<file path="config.mk">
export PLATFORM = sky130hd
export DESIGN_NAME = mld_cell
export DESIGN_NICKNAME = d
export VERILOG_FILES = /design/src/mld_pkg.sv /design/src/mld_cell.sv
export SDC_FILE = /design/constraint.sdc
export NUM_CORES = 2
export LEC_CHECK = 0
export ABC_AREA = 1
export BUFFER_PORTS_ARGS = -buffer_cell sky130_fd_sc_hd__buf_4
export CAP_MARGIN = 15
export CELL_PAD_IN_SITES_DETAIL_PLACEMENT = 0
export CELL_PAD_IN_SITES_GLOBAL_PLACEMENT = 1
export CORE_UTILIZATION = 39
export DETAILED_ROUTE_END_ITERATION = 8
export PLACE_DENSITY = 0.68
export SLEW_MARGIN = 20
export SYNTH_ARGS = -nofsm -noshare
export SYNTH_HDL_FRONTEND = slang
export SYNTH_SLANG_ARGS = --single-unit
</file>
<file path="constraint.sdc">
create_clock -name clk -period 5.7 [get_ports clk]
set_input_delay 1.425 -clock clk [delete_from_list [all_inputs] [get_ports clk]]
set_output_delay 1.425 -clock clk [all_outputs]
set_load 0.1 [all_outputs]
</file>
<file path="src/mld_pkg.sv">
// ----------------------------------------------------------------------------
// mld_pkg
// Shared types and constants for the max-log soft demapper.
// ----------------------------------------------------------------------------
`default_nettype none

package mld_pkg;

    localparam int MAX_BITS_DEF     = 6;
    localparam int HALF_POINTS_DEF  = 32;
    localparam int SAMPLE_WIDTH_DEF = 16;

    localparam int NPTS      = 64;
    localparam int PIDX_W    = 6;
    localparam int LLR_W     = 24;
    localparam int OUT_SHIFT = 20;

    typedef enum logic [1:0] {
        OP_LOAD_POINT = 2'd0,
        OP_LOAD_PART  = 2'd1,
        OP_DEMAP      = 2'd2,
        OP_NONE       = 2'd3
    } opcode_t;

    typedef enum logic [1:0] {
        REG_NUM_POINTS = 2'd0,
        REG_BITS       = 2'd1,
        REG_INV_VAR    = 2'd2,
        REG_UNUSED     = 2'd3
    } reg_index_t;

    // control broadcast to every cell at once, one beat per slot
    typedef struct packed {
        logic valid;
        logic first;
        logic last;
    } cell_ctl_t;

endpackage

`default_nettype wire

</file>
<file path="src/mld_cell.sv">
// ----------------------------------------------------------------------------
// mld_cell
// One cell per label bit: running minimum over both halves of its partition,
// then scale and saturate into an LLR once the slot sweep is done.
// ----------------------------------------------------------------------------
`default_nettype none

module mld_cell #(
    parameter int DW = 2 * mld_pkg::SAMPLE_WIDTH_DEF + 2
) (
    input  wire logic                     clk,
    input  wire logic                     rst_n,
    input  mld_pkg::cell_ctl_t            ctl,
    input  wire logic [DW-1:0]            dist0,
    input  wire logic [DW-1:0]            dist1,
    input  wire logic [15:0]              inv_var,
    output logic                          done,
    output logic signed [mld_pkg::LLR_W-1:0] llr
);
    import mld_pkg::*;

    localparam int DFW = DW + 1;
    localparam int PW  = DFW + 17;

    logic [DW-1:0]          min0_reg, min0_next;
    logic [DW-1:0]          min1_reg, min1_next;
    logic                   fin_reg, mul_reg, prd_reg, done_reg;
    logic signed [DFW-1:0]  diff_reg;
    logic signed [PW-1:0]   prod_reg;
    logic signed [PW-1:0]   rnd;
    logic signed [PW-1:0]   shf;
    logic signed [LLR_W-1:0] llr_reg;

    always_comb
    begin
        min0_next = min0_reg;
        min1_next = min1_reg;
        if (ctl.valid)
        begin
            if (ctl.first || dist0 < min0_reg)
                min0_next = dist0;
            if (ctl.first || dist1 < min1_reg)
                min1_next = dist1;
        end
    end

    // round half up, floor shift, saturate
    assign rnd = prod_reg + (PW)'(1 << (OUT_SHIFT - 1));
    assign shf = rnd >>> OUT_SHIFT;

    always_ff @(posedge clk or negedge rst_n)
    begin
        if (!rst_n)
        begin
            fin_reg  <= 1'b0;
            mul_reg  <= 1'b0;
            prd_reg  <= 1'b0;
            done_reg <= 1'b0;
        end
        else
        begin
            fin_reg  <= ctl.valid & ctl.last;
            mul_reg  <= fin_reg;
            prd_reg  <= mul_reg;
            done_reg <= prd_reg;
        end
    end

    always_ff @(posedge clk)
    begin
        min0_reg <= min0_next;
        min1_reg <= min1_next;
        diff_reg <= $signed({1'b0, min0_reg}) - $signed({1'b0, min1_reg});
        prod_reg <= PW'(diff_reg) * $signed({1'b0, inv_var});
        if (shf > PW'(2 ** (LLR_W - 1) - 1))
            llr_reg <= {1'b0, {(LLR_W-1){1'b1}}};
        else if (shf < -PW'(2 ** (LLR_W - 1)))
            llr_reg <= {1'b1, {(LLR_W-1){1'b0}}};
        else
            llr_reg <= shf[LLR_W-1:0];
    end

    assign done = done_reg;
    assign llr  = llr_reg;

endmodule

`default_nettype wire
</file>
==> out/metrics.cfg <==
[layout]
final_cell_mix = 939 x inv_1, 866 x nand2_1, 485 x fa_1
area_growth_pct = 27.1
final_common_cell = inv_1
nNetsFinal = 4973
final_layout_size_suffix_gt1_frac = 0.247
diodes = 0
fillers = 7338
largest_reg_flops = 35
stdcell_area_um2 = 37400

[hold_path]
hold_path.class = reg2reg
min_from = mul_reg

[sta]
rsz0062_at_grt = yes
finalSetupViolCount = 33
period_needed_ns = 6.06
holdWs_ns = 0.355
hold_viol = 0
maxSlewViolCount = 0
finalWorstSetupSlack_ns = -0.361
fin_skew_ns = 0.0249
worst_pin_slew_ns = 1.06
max_freq_mhz = 165
post-route-period-util = 1.06
relSlewSlack = 0.286

[yosys]
synth_top_area_frac = 0.360
ys_types = 42
synth_area_leaders = fa_1 36%, inv_1 13%, nand2_1 13%, ha_1 9.4%, edfxtp_1 6.9%
syn_nets = 4638
synth-edff-count = 68
synthFlopType = dfxtp_1
synthCells = 3797
seq_area_frac_synth = 0.135
yosysWarningCount = 0
ys_async_sr_fraction = 0.0244
synth_seq_cells = 164
avgSynthCellArea_um2 = 7.75
synth_area_leader_cell = fa_1
synth_area_um2 = 29400

[worst_setup_path]
max_stage_delay_ns = 0.60
crit_start = inv_var[9]
required_ns = 6.13
cp-start-kind = input pin
arrival_ns = 6.49
crit_family = adder cells
crit_path_end_kind = flop
crit_top_cell = fa_1
path_class = in2reg
path_buf_inv = 8
crit_fanout = 8
timing.rr.start = diff_reg[8]
path_cells = buf_16 -> buf_12 -> buf_12 -> nand2_1 -> fa_1 -> inv_1 -> fa_1 -> fa_1 -> fa_1 -> fa_1 -> inv_2 -> fa_1 -> inv_2 -> ha_4 -> nand2_2 -> nor2_1 -> inv_2 -> buf_4 -> nor4_4 -> o21ai_1 -> nand3_1 -> nand2_1 -> nand2_1
crit_slowest_cell = fa_1

[floorplanning]
rows = 100
die_x_um = 277
core_area_um2 = 74600
ioPinCount = 114
die_area_um2 = 76600
start_util = 0.395
die_y_um = 277

[place]
routabilityCongestion = 0.903
dpl.hpwl_mm = 69.7
numPortBuffers = 113
dpl_cell_area_um2 = 34200

[cts]
cts_root_buf = clkbuf_16
cts_inserted_buffers = 17
clock-sinks = 164
cts.clk_slew.worst_paths_ns = 0.08
cts_buffer_depth = 2
htreeDepth = 4
cts_tree = built
clkLatencyLatePin_ns = 0.49

[global_routing]
grt_pass1_vias = 25800
grt_first_pass_wirelength_mm = 139
gr-total-overflow = 0
grt_use_total = 0.232
grt_max_degree = 35
antenna_found_initial = 0

[detailed_routing]
vias = 24100
postRouteAntennaNets = 0
drt_iter0_markers = 1065
drcViolationCount = 0
routedWlPerCell_um = 16.5
dr.pass1.iters = 5
vias_per_cell = 4.71
wirelength_mm = 84.5

[outcome]
status = finished with violations
violations = negative setup slack

[run]
drv_cap = 0

==> metal layers <==
metal  global-route usage  vias up  wire [um]
li1                     -    11700          -
met4               0.0687        0       1970
met1                0.313    11900      38800
met5                    0        -          0
met3               0.0273      108       3300
met2                0.391      442      40400
==> worst paths after layout <==
path                                      to  slack (ns)  cells past startpoint
min in group asynchronous            fin_reg        0.73                      1
max in group asynchronous               done        4.87                      1
worst max register to register  prod_reg[28]        0.14                     21
worst min-delay path                 prd_reg        0.35                      0
worst max-delay path            prod_reg[47]       -0.36                     23
worst min register to register       prd_reg        0.35                      0
==> area by class of cell <==
class | instances | area, um2 | share of cell area
clock buffer | 18 | 429 | 0.0115
clock inverter | 14 | 138 | 0.00368
tap | 969 | 1210 | 0.0324
timing repair buffer | 452 | 4340 | 0.116
multi-input combinational | 2442 | 23300 | 0.623
sequential | 164 | 3980 | 0.106
inverter | 1055 | 3980 | 0.106
==> Yosys cell counts (4+ instances only) <==
cell type,count
and3_1,4
ha_1,222
o21ai_0,71
xnor2_1,23
edfxtp_1,68
nand2_2,10
dfxtp_1,92
buf_6,4
nand3_1,66
o21bai_1,17
nor3_1,28
a21oi_1,120
o211ai_1,6
clkbuf_1,132
nand4_1,20
a21o_1,19
dfrtp_1,4
nor2_1,190
xor2_1,54
nor2_4,5
nor2_2,6
nor4_1,8
o21a_1,6
fa_1,530
nand2_1,997
a31oi_1,19
inv_1,1054
==> stage by stage <==
step	std cells	util	setup TNS, ns	setup slack, ns
after global routing	5114	0.502	-13.64	-0.523
after global placement	5022	0.458	-31.76	-1.23
after CTS	5096	0.488	-7.87	-0.299
after floorplan	3797	-	-11.90	-0.516
after detailed placement	5022	0.458	-31.98	-1.22
final	5114	0.502	-8.35	-0.361
==> worst register-to-register path, delay by kind of cell, from the launching register on <==
kind	cells	cell delay [ns]
buffers and inverters	6	0.57
adder cells (fa/ha/maj)	7	3.42
AND/OR/NAND/NOR	7	0.76
XOR/XNOR	1	0.15
flip-flops	1	0.58
==> logic make-up (layout without fill, tap and decap cells) <==
logic type,after synthesis,count (layout),share of synthesized area
compound gates,266,266,0.0509
flops,164,164,0.135
fa+ha+maj,752,752,0.455
buf+inv,1191,1539,0.153
xor+xnor,77,77,0.0229
simple gates,1347,1347,0.183
==> repair_timing <==
action / 4_1_cts / 5_1_grt
endpoints found under the setup margin: 33 / 33
pin swaps: 158 / 171
hold buffers: 0 / 0
buffers inserted: 35 / 21
gates cloned: 10 / 1
gates resized for setup: 308 / 285
Power is not shown: default switching activity piles up to over one toggle a cycle in this logic, so the estimate is an artifact.
